## src/design/wbpf_pkg.sv

```systemverilog
// Shared types, byte codes, patterns and helper functions of the binary product framer.
package wbpf_pkg;

	localparam int LENGTH_BITS = 24;
	localparam int LOOKAHEAD   = 4;
	localparam int HeldIdxW    = $clog2(LOOKAHEAD);
	localparam int HeldCntW    = $clog2(LOOKAHEAD + 1);
	localparam int OutLenW     = 24;
	localparam int WideW       = 33;

	localparam logic [7:0] CH_SOH = 8'h01;
	localparam logic [7:0] CH_ETX = 8'h03;
	localparam logic [7:0] CH_NL  = 8'h0A;
	localparam logic [7:0] CH_CR  = 8'h0D;
	localparam logic [7:0] CH_ESC = 8'h1B;

	localparam logic [2:0] KIND_OUTSIDE = 3'd0;
	localparam logic [2:0] KIND_HEADER  = 3'd1;
	localparam logic [2:0] KIND_DATA    = 3'd2;
	localparam logic [2:0] KIND_ESCDROP = 3'd3;
	localparam logic [2:0] KIND_SENT    = 3'd4;
	localparam logic [2:0] KIND_SHORT   = 3'd5;

	localparam logic [15:0] MIN_LEN_RESET = 16'd32;

	localparam logic [7:0] PAT_HEAD  [LOOKAHEAD] = '{CH_SOH, CH_CR, CH_CR, CH_NL};
	localparam logic [7:0] PAT_TRAIL [LOOKAHEAD] = '{CH_CR, CH_CR, CH_NL, CH_ETX};
	localparam logic [7:0] PAT_NEXT  [LOOKAHEAD] = '{CH_NL, CH_SOH, CH_CR, CH_CR};

	typedef struct packed {
		logic [7:0] data_byte;
		logic       chunk_end;
	} in_item_t;

	typedef struct packed {
		logic [7:0]         event_byte;
		logic [2:0]         event_kind;
		logic [OutLenW-1:0] product_length;
		logic               last;
	} out_item_t;

	typedef struct packed {
		logic                 is_soh;
		logic                 is_cr;
		logic                 is_nl;
		logic                 is_etx;
		logic                 is_esc;
		logic [LOOKAHEAD-1:0] pat_ok;
	} byte_class_t;

	typedef struct packed {
		logic [7:0]  data_byte;
		logic        chunk_end;
		byte_class_t cls;
	} queue_item_t;

	// Decode the control codes and the per-position pattern matches of one byte
	function automatic byte_class_t classify(input logic [7:0] ch);
		byte_class_t c;
		begin
			c.is_soh = (ch == CH_SOH);
			c.is_cr  = (ch == CH_CR);
			c.is_nl  = (ch == CH_NL);
			c.is_etx = (ch == CH_ETX);
			c.is_esc = (ch == CH_ESC);
			for (int i = 0; i < LOOKAHEAD; i++) begin
				c.pat_ok[i] = (ch == PAT_HEAD[i]) || (ch == PAT_TRAIL[i]) ||
					(ch == PAT_NEXT[i]);
			end
			return c;
		end
	endfunction

	// Saturate a length count to the reported width
	function automatic logic [OutLenW-1:0] sat_out(input logic [LENGTH_BITS-1:0] len);
		logic [WideW-1:0] wide;
		begin
			wide = WideW'(len);
			if (wide > WideW'({OutLenW{1'b1}}))
				return {OutLenW{1'b1}};
			return OutLenW'(wide);
		end
	endfunction

endpackage

```

## src/design/wbpf_front.sv

```systemverilog
// Input side: accepts requests, classifies each byte and queues it for the framer.
module wbpf_front
	import wbpf_pkg::*;
(
	input  logic        clk,
	input  logic        arst_n,
	input  logic        in_valid,
	output logic        in_ready,
	input  in_item_t    in_item,
	output logic        q_valid,
	input  logic        q_ready,
	output queue_item_t q_item
);

	queue_item_t slot_q [2];
	logic        wr_ptr_q;
	logic        rd_ptr_q;
	logic [1:0]  count_q;
	logic        push;
	logic        pop;

	assign in_ready = (count_q != 2'd2);
	assign q_valid  = (count_q != 2'd0);
	assign q_item   = slot_q[rd_ptr_q];
	assign push     = in_valid && in_ready;
	assign pop      = q_valid && q_ready;

	// Store classified request
	always_ff @(posedge clk) begin
		if (push) begin
			slot_q[wr_ptr_q].data_byte <= in_item.data_byte;
			slot_q[wr_ptr_q].chunk_end <= in_item.chunk_end;
			slot_q[wr_ptr_q].cls       <= classify(in_item.data_byte);
		end
	end

	// Advance pointers and fill count
	always_ff @(posedge clk or negedge arst_n) begin
		if (!arst_n) begin
			wr_ptr_q <= 1'b0;
			rd_ptr_q <= 1'b0;
			count_q  <= 2'd0;
		end else begin
			if (push)
				wr_ptr_q <= ~wr_ptr_q;
			if (pop)
				rd_ptr_q <= ~rd_ptr_q;
			if (push && !pop)
				count_q <= count_q + 2'd1;
			else if (pop && !push)
				count_q <= count_q - 2'd1;
		end
	end

endmodule

```

## src/design/wbpf_back.sv

```systemverilog
// Framer core: header/trailer state machine, lookahead hold, replay and result register.
module wbpf_back
	import wbpf_pkg::*;
(
	input  logic        clk,
	input  logic        arst_n,
	input  logic        cfg_we,
	input  logic [15:0] cfg_wdata,
	input  logic        q_valid,
	output logic        q_ready,
	input  queue_item_t q_item,
	output logic        out_valid,
	input  logic        out_ready,
	output out_item_t   out_item
);

	typedef enum logic [3:0] {
		ST_START, ST_SEARCH, ST_SOH, ST_SOH_CR, ST_SOH_CR_CR,
		ST_BODY, ST_CR, ST_CR_CR, ST_CR_CR_NL, ST_HOLD
	} state_t;

	state_t                 state_q, state_d;
	logic [15:0]            min_len_q;
	logic [LENGTH_BITS-1:0] len_q, len_d, len_inc;
	logic [7:0]             held_q [LOOKAHEAD];
	logic [HeldCntW-1:0]    held_cnt_q, held_cnt_d, held_cnt_inc;
	logic [HeldIdxW-1:0]    held_idx;
	logic                   mis_q, mis_d, mis_new;
	logic                   rp_active_q, rp_active_d;
	logic [HeldIdxW-1:0]    rp_idx_q, rp_idx_d;
	logic [HeldIdxW-1:0]    rp_last_q, rp_last_d;
	logic                   out_valid_q;
	out_item_t              out_item_q;

	logic                   adv;
	logic                   go;
	logic                   hold_wr;
	logic [7:0]             ch;
	logic [7:0]             ev_byte;
	byte_class_t            cls;
	logic                   ce;
	logic                   may_hold;
	logic                   emit;
	logic [2:0]             kind;
	logic [OutLenW-1:0]     len_out;
	logic                   last_flag;
	logic                   ends_short;

	assign adv       = !out_valid_q || out_ready;
	assign go        = adv && (rp_active_q || q_valid);
	assign q_ready   = adv && !rp_active_q;
	assign out_valid = out_valid_q;
	assign out_item  = out_item_q;

	assign held_idx     = held_cnt_q[HeldIdxW-1:0];
	assign held_cnt_inc = HeldCntW'(held_idx) + HeldCntW'(1);
	assign len_inc      = (&len_q) ? len_q : len_q + LENGTH_BITS'(1);
	assign ends_short   = WideW'(len_inc) < WideW'(min_len_q);

	// Select replayed byte or queued byte
	always_comb begin
		if (rp_active_q) begin
			ch       = held_q[rp_idx_q];
			cls      = classify(held_q[rp_idx_q]);
			ce       = 1'b0;
			may_hold = 1'b0;
		end else begin
			ch       = q_item.data_byte;
			cls      = q_item.cls;
			ce       = q_item.chunk_end;
			may_hold = 1'b1;
		end
	end

	// Framer next state and result
	always_comb begin
		state_d     = state_q;
		len_d       = len_q;
		held_cnt_d  = held_cnt_q;
		mis_d       = mis_q;
		rp_active_d = rp_active_q;
		rp_idx_d    = rp_idx_q;
		rp_last_d   = rp_last_q;
		emit        = 1'b1;
		ev_byte     = ch;
		kind        = KIND_OUTSIDE;
		len_out     = '0;
		last_flag   = 1'b1;
		hold_wr     = 1'b0;
		mis_new     = mis_q || !cls.pat_ok[held_idx];

		if (!rp_active_q && state_q == ST_HOLD) begin
			// Hold a lookahead byte; resolve the pending ETX when the window closes
			hold_wr    = 1'b1;
			held_cnt_d = held_cnt_inc;
			mis_d      = mis_new;
			if (held_cnt_inc == HeldCntW'(LOOKAHEAD) || ce) begin
				// the result refers to the pending ETX, not to the held byte
				ev_byte    = CH_ETX;
				len_d      = len_inc;
				kind       = KIND_DATA;
				state_d    = ST_BODY;
				if (held_cnt_inc != HeldCntW'(LOOKAHEAD) || !mis_new) begin
					kind    = ends_short ? KIND_SHORT : KIND_SENT;
					len_out = sat_out(len_inc);
					len_d   = '0;
					state_d = ST_START;
				end
				last_flag   = 1'b0;
				held_cnt_d  = '0;
				mis_d       = 1'b0;
				rp_active_d = 1'b1;
				rp_idx_d    = '0;
				rp_last_d   = held_idx;
			end else begin
				emit = 1'b0;
			end
		end else begin
			if (rp_active_q) begin
				rp_idx_d  = rp_idx_q + HeldIdxW'(1);
				last_flag = (rp_idx_q == rp_last_q);
				if (rp_idx_q == rp_last_q)
					rp_active_d = 1'b0;
			end
			unique case (state_q) inside
				ST_START, ST_SEARCH: begin
					state_d = cls.is_soh ? ST_SOH : ST_SEARCH;
				end
				ST_SOH: begin
					state_d = cls.is_cr ? ST_SOH_CR : ST_SEARCH;
				end
				ST_SOH_CR: begin
					state_d = cls.is_cr ? ST_SOH_CR_CR : ST_SEARCH;
				end
				ST_SOH_CR_CR: begin
					if (cls.is_nl) begin
						state_d = ST_BODY;
						len_d   = LENGTH_BITS'(4);
						kind    = KIND_HEADER;
					end else if (!cls.is_cr) begin
						state_d = ST_SEARCH;
					end
				end
				ST_BODY: begin
					if (cls.is_cr)
						state_d = ST_CR;
					len_d = len_inc;
					kind  = KIND_DATA;
				end
				ST_CR: begin
					state_d = cls.is_cr ? ST_CR_CR : ST_BODY;
					len_d   = len_inc;
					kind    = KIND_DATA;
				end
				ST_CR_CR: begin
					if (cls.is_nl)
						state_d = ST_CR_CR_NL;
					else if (!cls.is_cr)
						state_d = ST_BODY;
					len_d = len_inc;
					kind  = KIND_DATA;
				end
				ST_CR_CR_NL: begin
					if (cls.is_etx) begin
						if (!may_hold || ce) begin
							kind    = ends_short ? KIND_SHORT : KIND_SENT;
							len_out = sat_out(len_inc);
							len_d   = '0;
							state_d = ST_START;
						end else begin
							state_d    = ST_HOLD;
							held_cnt_d = '0;
							mis_d      = 1'b0;
							emit       = 1'b0;
						end
					end else if (cls.is_cr) begin
						state_d = ST_CR;
						len_d   = len_inc;
						kind    = KIND_DATA;
					end else if (cls.is_esc) begin
						state_d = ST_BODY;
						kind    = KIND_ESCDROP;
					end else begin
						state_d = ST_BODY;
						len_d   = len_inc;
						kind    = KIND_DATA;
					end
				end
				default: begin
					state_d = ST_START;
				end
			endcase
		end
	end

	// Write held lookahead bytes
	always_ff @(posedge clk) begin
		if (go && hold_wr)
			held_q[held_idx] <= ch;
	end

	// Hold framer state, configuration and the result register
	always_ff @(posedge clk or negedge arst_n) begin
		if (!arst_n) begin
			state_q     <= ST_START;
			min_len_q   <= MIN_LEN_RESET;
			len_q       <= '0;
			held_cnt_q  <= '0;
			mis_q       <= 1'b0;
			rp_active_q <= 1'b0;
			rp_idx_q    <= '0;
			rp_last_q   <= '0;
			out_valid_q <= 1'b0;
			out_item_q  <= '0;
		end else begin
			if (cfg_we)
				min_len_q <= cfg_wdata;
			if (go) begin
				state_q     <= state_d;
				len_q       <= len_d;
				held_cnt_q  <= held_cnt_d;
				mis_q       <= mis_d;
				rp_active_q <= rp_active_d;
				rp_idx_q    <= rp_idx_d;
				rp_last_q   <= rp_last_d;
			end
			if (go && emit) begin
				out_item_q.event_byte     <= ev_byte;
				out_item_q.event_kind     <= kind;
				out_item_q.product_length <= len_out;
				out_item_q.last           <= last_flag;
			end
			if (adv)
				out_valid_q <= go && emit;
		end
	end

endmodule

```

## src/design/wmo_binary_product_framer.sv

```systemverilog
// Top level of the binary product framer: input queue front end and framer back end.
//
// Usage:
//   in_valid/in_ready/in_item carry one feed byte per request, with chunk_end set
//   when no further byte is available right now. out_valid/out_ready/out_item
//   carry result requests: byte, kind, product length on end kinds, and last on
//   the final result of a request. cfg_we/cfg_wdata write the minimum product
//   length; write it only while the block is idle.
// Path: an accepted request passes the 2-entry queue, then the result register.
// Throughput: one request per cycle while no stall or replay holds it. A byte after
//   a trailer ETX is held and gives no result; when the lookahead window closes,
//   the ETX result and then the replay of the held bytes follow, bounded by the
//   single result register loaded per cycle. No queued request is taken during the
//   replay; the 2-entry queue takes the first ones and in_ready drops once full.
// Reset: queue empties, framer returns to its search state, length count clears
//   and the minimum length returns to 32.
// Stall: while out_ready is low with a result waiting, the result register holds,
//   the framer stops, and in_ready drops once the queue is full.
module wmo_binary_product_framer
	import wbpf_pkg::*;
(
	input  logic        clk,
	input  logic        arst_n,
	input  logic        cfg_we,
	input  logic [15:0] cfg_wdata,
	input  logic        in_valid,
	output logic        in_ready,
	input  in_item_t    in_item,
	output logic        out_valid,
	input  logic        out_ready,
	output out_item_t   out_item
);

	logic        q_valid;
	logic        q_ready;
	queue_item_t q_item;

	wbpf_front u_front (
		.clk      (clk),
		.arst_n   (arst_n),
		.in_valid (in_valid),
		.in_ready (in_ready),
		.in_item  (in_item),
		.q_valid  (q_valid),
		.q_ready  (q_ready),
		.q_item   (q_item)
	);

	wbpf_back u_back (
		.clk       (clk),
		.arst_n    (arst_n),
		.cfg_we    (cfg_we),
		.cfg_wdata (cfg_wdata),
		.q_valid   (q_valid),
		.q_ready   (q_ready),
		.q_item    (q_item),
		.out_valid (out_valid),
		.out_ready (out_ready),
		.out_item  (out_item)
	);

endmodule

```

## config.mk

```make
export PLATFORM = sky130hd
export DESIGN_NAME = wmo_binary_product_framer
export DESIGN_NICKNAME = d
export VERILOG_FILES = /design/src/design/wbpf_pkg.sv /design/src/design/wbpf_front.sv /design/src/design/wbpf_back.sv /design/src/design/wmo_binary_product_framer.sv
export SDC_FILE = /design/constraint.sdc
export NUM_CORES = 1
export LEC_CHECK = 0
export BUFFER_PORTS_ARGS = -buffer_cell sky130_fd_sc_hd__buf_4
export CORE_ASPECT_RATIO = 2
export CORE_MARGIN = 1.5
export CORE_UTILIZATION = 45
export DETAILED_ROUTE_END_ITERATION = 10
export GPL_ROUTABILITY_DRIVEN = 0
export PLACE_DENSITY = 0.73
export SLEW_MARGIN = 20
export SYNTH_ARGS = -nofsm -noshare
export SYNTH_HDL_FRONTEND = slang
export SYNTH_SLANG_ARGS = --single-unit
```

## constraint.sdc

```tcl
create_clock -name clk -period 5.85 [get_ports clk]
set_clock_uncertainty 0.2 [all_clocks]
set_input_delay 0.585 -clock clk [delete_from_list [all_inputs] [get_ports clk]]
set_output_delay 0.585 -clock clk [all_outputs]
set_load 0.03 [all_outputs]
```

After elaboration in Yosys (flattened, before gate mapping)
Memory sizes are Yosys's and may differ from the RTL's.
Cells that the tools add are included.
- add/sub/neg operators: 5
- order comparisons: 2
- eq/ne operators: 31
- mux-type cells: 81
- bitwise gates (word level): 2
- reduce and logical (&&, ||, !) cells: 49
- operators with widths (cell ; number):
    24-bit 2-to-1 mux ; 15
    24-bit one-hot mux with 3 select lines ; 1
    4-bit 2-to-1 mux ; 9
    8-bit by 4-bit == test with 1-bit output (second input constant) ; 4
    4-bit one-hot mux with 8 select lines ; 1
    2-bit 2-to-1 mux ; 14
    1-bit 2-to-1 mux ; 27
    24-bit by 1-bit adder with 24-bit output (second input constant) ; 1
    24-bit by 16-bit < comparator with 1-bit output ; 1
    3-bit 2-to-1 mux ; 8
    8-bit 2-to-1 mux ; 3
    24-bit AND reduction ; 1
    1-bit logical OR ; 18
    4-bit by 3-bit == test with 1-bit output (second input constant) ; 4
    8-bit by 1-bit == test with 1-bit output (second input constant) ; 2
    8-bit by 2-bit == test with 1-bit output (second input constant) ; 2
    8-bit by 5-bit == test with 1-bit output (second input constant) ; 2
    4-bit inequality test (second input constant) ; 3
    2-bit nonzero test ; 5
    1-bit logical AND ; 9
    9-bit 2-to-1 mux ; 1
    3-bit one-hot mux with 3 select lines ; 1
    4-bit by 2-bit == test with 1-bit output (second input constant) ; 2
    4-bit == test (second input constant) ; 2
    24 further kinds ; 34
- register bits after elaboration: 93
- bits in writable memories: 68
- output and inout port bits: 38
- word-level logic and storage cells: 188
- memories kept: 2
- memories (memory ; words ; width ; rd ports ; clocked after Yosys merged registers in ; wr ports ; RTL line ; text):
    u_front.slot_q ; 2 ; 18 ; 1 ; 0 ; 1 ; wbpf_front.sv:15 ; queue_item_t slot_q [2];
    u_back.held_q ; 4 ; 8 ; 1 ; 0 ; 1 ; wbpf_back.sv:25 ; logic [7:0] held_q [LOOKAHEAD];

Logic depth before layout (Yosys ltp)
An unclocked memory read counts as a cell.
- word-level depth: 14
- gate-level depth with buffers: 17
- mapped depth without buffers: 16

Cells and area by module
Synthesis repeated with hierarchy kept, for this count alone.
- cells, all modules: 737
- area, all modules: 8144.1 um^2
- modules (own cells, without submodules) (module ; instances ; cells an instance ; area each (um^2) ; seq. area each (um^2)):
    wbpf_back ; 1 ; 638 ; 6473.7 ; 3189.3
    wbpf_front ; 1 ; 99 ; 1670.4 ; 1181.1

Least setup slack after synthesis
Ideal clock, no wire load.
- path kind: register -> register
- start point: register u_back.len_q[17]
- end point: register u_back.out_item_q (netlist bit u_back.out_item[25])
- library setup time: 0.104 ns
- data arrival time: 3.300 ns
- required time: 5.546 ns
- path slack: 2.247 ns
- stages on the path, launching flop included: 18
- clock period less this slack: 3.603 ns
- cells stage by stage: dfrtp_1 > clkbuf_1 > and4_1 > and2_1 > clkbuf_1 > a311o_1 > nor2_1 > and3_1 > xnor2_1 > inv_1 > ha_1 > a21o_1 > a21o_1 > a21oi_1 > nor2_1 > a211oi_1 > o2111ai_1 > o41ai_2
- cells in the longest elaborated chain, start to end: 8
- elaborated cells on any way between the ends: 11
- classes of those cells: 1 x add/sub; 1 x order compare; 8 x mux; 1 x reduce/logical
- ends and longest elaborated chain (element ; RTL line ; text):
    from (decl) ; wbpf_back.sv:24 ; logic [LENGTH_BITS-1:0] len_q, len_d, len_inc;
    from (signal assigned) ; wbpf_back.sv:220 ; len_q <= len_d;
    24-bit by 1-bit adder with 24-bit output or 24-bit AND reduction (tied branches) ; wbpf_back.sv:57 ; assign len_inc = (&len_q) ? len_q : len_q + LENGTH_BITS'(1);
    24-bit 2-to-1 mux (*) ; wbpf_back.sv:57 ;
    24-bit by 16-bit < comparator with 1-bit output (*) ; wbpf_back.sv:58 ; assign ends_short = WideW'(len_inc) < WideW'(min_len_q);
    1-bit 2-to-1 mux (*) ; wbpf_back.sv:104, wbpf_back.sv:166 ;
    3-bit 2-to-1 mux ; wbpf_back.sv:165 ; if (!may_hold || ce) begin
    3-bit 2-to-1 mux ; wbpf_back.sv:164 ; if (cls.is_etx) begin
    3-bit one-hot mux with 3 select lines ; wbpf_back.sv:125 ; unique case (state_q) inside
    3-bit 2-to-1 mux (*) ; wbpf_back.sv:92 ; if (!rp_active_q && state_q == ST_HOLD) begin
    to (decl) ; wbpf_back.sv:33 ; out_item_t out_item_q;
Every way passes the cells marked *; elsewhere a longest branch is shown, timed or not.
A chain may end at the register's enable or synchronous reset.

Final worst setup path
Same ends and word-level chain as after synthesis.

==> results_dict.tcl <==
set metrics [dict create \
    status "finished clean" \
    cts_sinks 161 \
    seq_area_um2 4370 \
    async_flop_share_pct 57.8 \
    cp-end-kind "flop" \
    critical_path_class "flop to flop" \
    syn_to_final_growth_pct 15.1 \
    grtUsageTotal_pct 21.8 \
    antenna_left 0 \
    cts_resized 0 \
    synth_cell_types 79 \
    ctsLongestPathBuffers 2 \
    hold_depth 1 \
    synthAdderAreaFrac_pct 3.20 \
    synth-compound-area-share_pct 15.6 \
    reg2regPathDepth 15 \
    wirelength_um 19900 \
    synthCells 734 \
    irDropWorstVdd_mv 0.262 \
    overflow 0 \
    placed_area_um2 8850 \
    cts_max_level 4 \
    grt_max_degree 60 \
    worstHoldStart "in_item[6]" \
    synthFlopType "dfrtp_1" \
    synth_edf_count 68 \
    numCtsBuffers 17 \
    cts.clk_slew.worst_paths_ps 60 \
    worstPathRequired_ps 5980 \
    synth_top_family_by_area "compound AO/OA/AOI/OAI gates" \
    hpwl_um 14900 \
    final_area_um2 9450 \
    crit_fanout 8 \
    fmax_ghz 0.237 \
    viasPerCell 5.77 \
    synth_simple_gate_area_share_pct 15.0 \
    synth_mux_area_share_pct 5.47 \
    tightest_slew_ps 849 \
    grt_pass1_wl_um 31600 \
    cts_tree "done" \
    drc 0 \
    dieWidth_um 98.5 \
    clock_latency_ps 430 \
    dr_total_vias 5874 \
    hold_viol_final 0 \
    drive_gt1_share_pct 19.6 \
    max-cap-violations 0 \
    min_period_over_period_pct 72.1 \
    rsz0062_at_grt "no" \
    antenna_found_initial 0 \
    cts_root_buffer "clkbuf_16" \
    syn_area_um2 8210 \
    hold_class "input port to flop" \
    multiInputGateArea_um2 3480 \
    diodes 0 \
    ys_warn_count 0 \
    drtIter0Drc 357 \
    core_area_um2 17800 \
    cellPowerDensity_nw_per_um2 444 \
    avgSynthCellArea_um2 11.2 \
    dr.pass1.iters 5 \
    worstHoldEndpoint "u_front.slot_q[0][15]$_DFFE_PP_" \
    rows 69 \
    arrival_ps 4340 \
    final_util_pct 53.1 \
    nNetsFinal 843 \
    r2r-start "u_back.len_q[17]$_DFFE_PN0P_" \
    setup-tns-final_ps 0 \
    power.total_mw 4.19 \
    ys_seq_elements 161 \
    slew_headroom_pct 42.8 \
    regToRegSetupSlack_ps 1630 \
    portBuffers 67 \
    first_global_vias 5960 \
    yosysSeqAreaShare_pct 53.2 \
    p_leak_nw 4.03 \
    routedWlPerCell_um 19.6 \
    setup.worst_path.start_class "flop" \
    setup_viol 0 \
    synth_xor_area_share_pct 3.09 \
    syn_nets 785 \
    die_height_um 194 \
    r2r_end "u_back.out_item[25]$_DFFE_PN0P_" \
    drv_slew 0 \
    die-area_um2 19100 \
    fillers 1542 \
    post-route-min-period_ps 4220 \
    start_util_pct 46.2 \
    pin_count 68 \
]
routing by layer:
layer	track usage (%)	wire length, µm	up-vias
met3	3.82	604	66
met1	20.8	6640	2846
li1	-	-	2818
met4	15.9	1540	0
met5	0	0	-
met2	40.4	11100	144
report_power, final:
part | switching (mW) | leakage, nW | internal [mW] | total [mW]
Sequential | 0.155 | 1.84 | 1.41 | 1.56
Combinational | 1.02 | 1.90 | 0.513 | 1.53
Clock | 0.466 | 0.283 | 0.634 | 1.10
synth_stat cells (3+ instances only):
cell | number | area [µm²]
o41ai_1 | 4 | 35.0
a211oi_1 | 4 | 30.0
clkbuf_1 | 24 | 90.1
a21oi_1 | 10 | 50.1
a41o_1 | 4 | 40.0
dfrtp_1 | 92 | 2300
nor2b_1 | 3 | 18.8
xnor2_1 | 13 | 114
mux4_2 | 8 | 180
nand2_1 | 110 | 413
nand4_1 | 6 | 37.5
xor2_1 | 16 | 140
and3_1 | 10 | 62.6
a31oi_1 | 5 | 31.3
nand2b_1 | 10 | 62.6
mux2i_1 | 16 | 160
and4_1 | 5 | 43.8
and2_1 | 7 | 43.8
nor3b_1 | 3 | 22.5
buf_6 | 4 | 45.0
o22ai_1 | 8 | 50.1
nor2_1 | 30 | 113
inv_1 | 40 | 150
mux2_2 | 5 | 56.3
a21o_1 | 11 | 82.6
nor3_1 | 13 | 65.1
nand3_1 | 14 | 70.1
o31a_1 | 4 | 35.0
nor4_1 | 5 | 31.3
buf_2 | 9 | 45.0
edfxtp_1 | 68 | 2040
o21ai_0 | 50 | 250
o31ai_2 | 15 | 188
ha_1 | 21 | 263
o31ai_1 | 26 | 195
repair_timing:
item	4_1_cts	5_1_grt
endpoints found under the hold margin	43	0
hold buffers	1	0
setup buffers	0	0
logic make-up after synthesis:
kind of cell             Yosys count
XOR/XNOR                          29
adder cells (fa/ha/maj)           21
flip-flops                       161
buffers and inverters             80
AND/OR/NAND/NOR                  241
AO/OA/AOI/OAI                    171
multiplexers                      31
worst max-delay path, cell delays in order (launching register included):
cell and delay [ps]:
dfrtp_1 490, and4_1 320, and2_1 280, a311o_1 440, nor2_1 120, and3_1 230, xnor2_1 280, inv_1 90
ha_1 300, a21o_1 190, a21o_1 170, a21oi_1 150, nor2_1 60, a211oi_1 270, o2111ai_1 260, o41ai_2 260
registers in the layout, indices dropped and copies added, names as in the netlist:
register            flops
u_back.out_item        36
u_front.slot_q         36
u_back.held_q          32
u_back.len_q           24
u_back.min_len_q       16
u_back.state_q          4
u_back.held_cnt_q       2
u_back.rp_idx_q         2
u_back.rp_last_q        2
u_front.count_q         2
u_back.mis_q            1
u_back.out_valid        1
u_back.rp_active_q      1
u_front.rd_ptr_q        1
u_front.wr_ptr_q        1
cells in the final DEF, fill, tap and decap left out, drive strengths merged, types with 5 or more instances in the layout:
master / count
clkinv: 6
nand4: 6
ha: 21
mux4: 10
a31oi: 5
nand2: 110
nor3: 13
nor2: 34
a21oi: 11
dfrtp: 92
and4: 5
o22ai: 8
and3: 10
mux2: 5
inv: 45
clkbuf: 17
a21o: 11
xor2: 16
o41ai: 5
mux2i: 16
o21ai: 54
and2: 7
buf: 78
nor4: 7
nand3: 14
o31ai: 41
xnor2: 13
edfxtp: 68
nand2b: 11
cell type report:
cell class              instances  share of cell area (%)
well taps                     213                    2.82
multi-input cells             493                    36.8
inverters                      40                    1.59
clock buffers                  17                    4.50
clock inverters                15                    1.68
repair buffers                 79                    6.30
flip-flops and latches        161                    46.3
worst max path at each step:
| stage | from | end | slack (ps) |
|---|---|---|---|
| after floorplan | u_back.len_q[17]$_DFFE_PN0P_ | u_back.out_item[25]$_DFFE_PN0P_ | 2250 |
| after global placement | u_back.len_q[17]$_DFFE_PN0P_ | u_back.out_item[25]$_DFFE_PN0P_ | 1750 |
| after detailed placement | u_back.len_q[17]$_DFFE_PN0P_ | u_back.out_item[25]$_DFFE_PN0P_ | 1700 |
| after CTS | u_back.len_q[17]$_DFFE_PN0P_ | u_back.out_item[25]$_DFFE_PN0P_ | 1650 |
| after global routing | u_back.len_q[17]$_DFFE_PN0P_ | u_back.out_item[25]$_DFFE_PN0P_ | 1390 |
| final | u_back.len_q[17]$_DFFE_PN0P_ | u_back.out_item[25]$_DFFE_PN0P_ | 1630 |
stage by stage:
step | hold WS, ps | instances | worst slack (ps)
floorplan | 89.4 | 734 | 2250
global placement | 262 | 985 | 1750
detailed placement | 267 | 985 | 1700
CTS | 135 | 1018 | 1650
global route | 138 | 1018 | 1390
finish | 150 | 1018 | 1630
(Power assumes the default switching activity.)
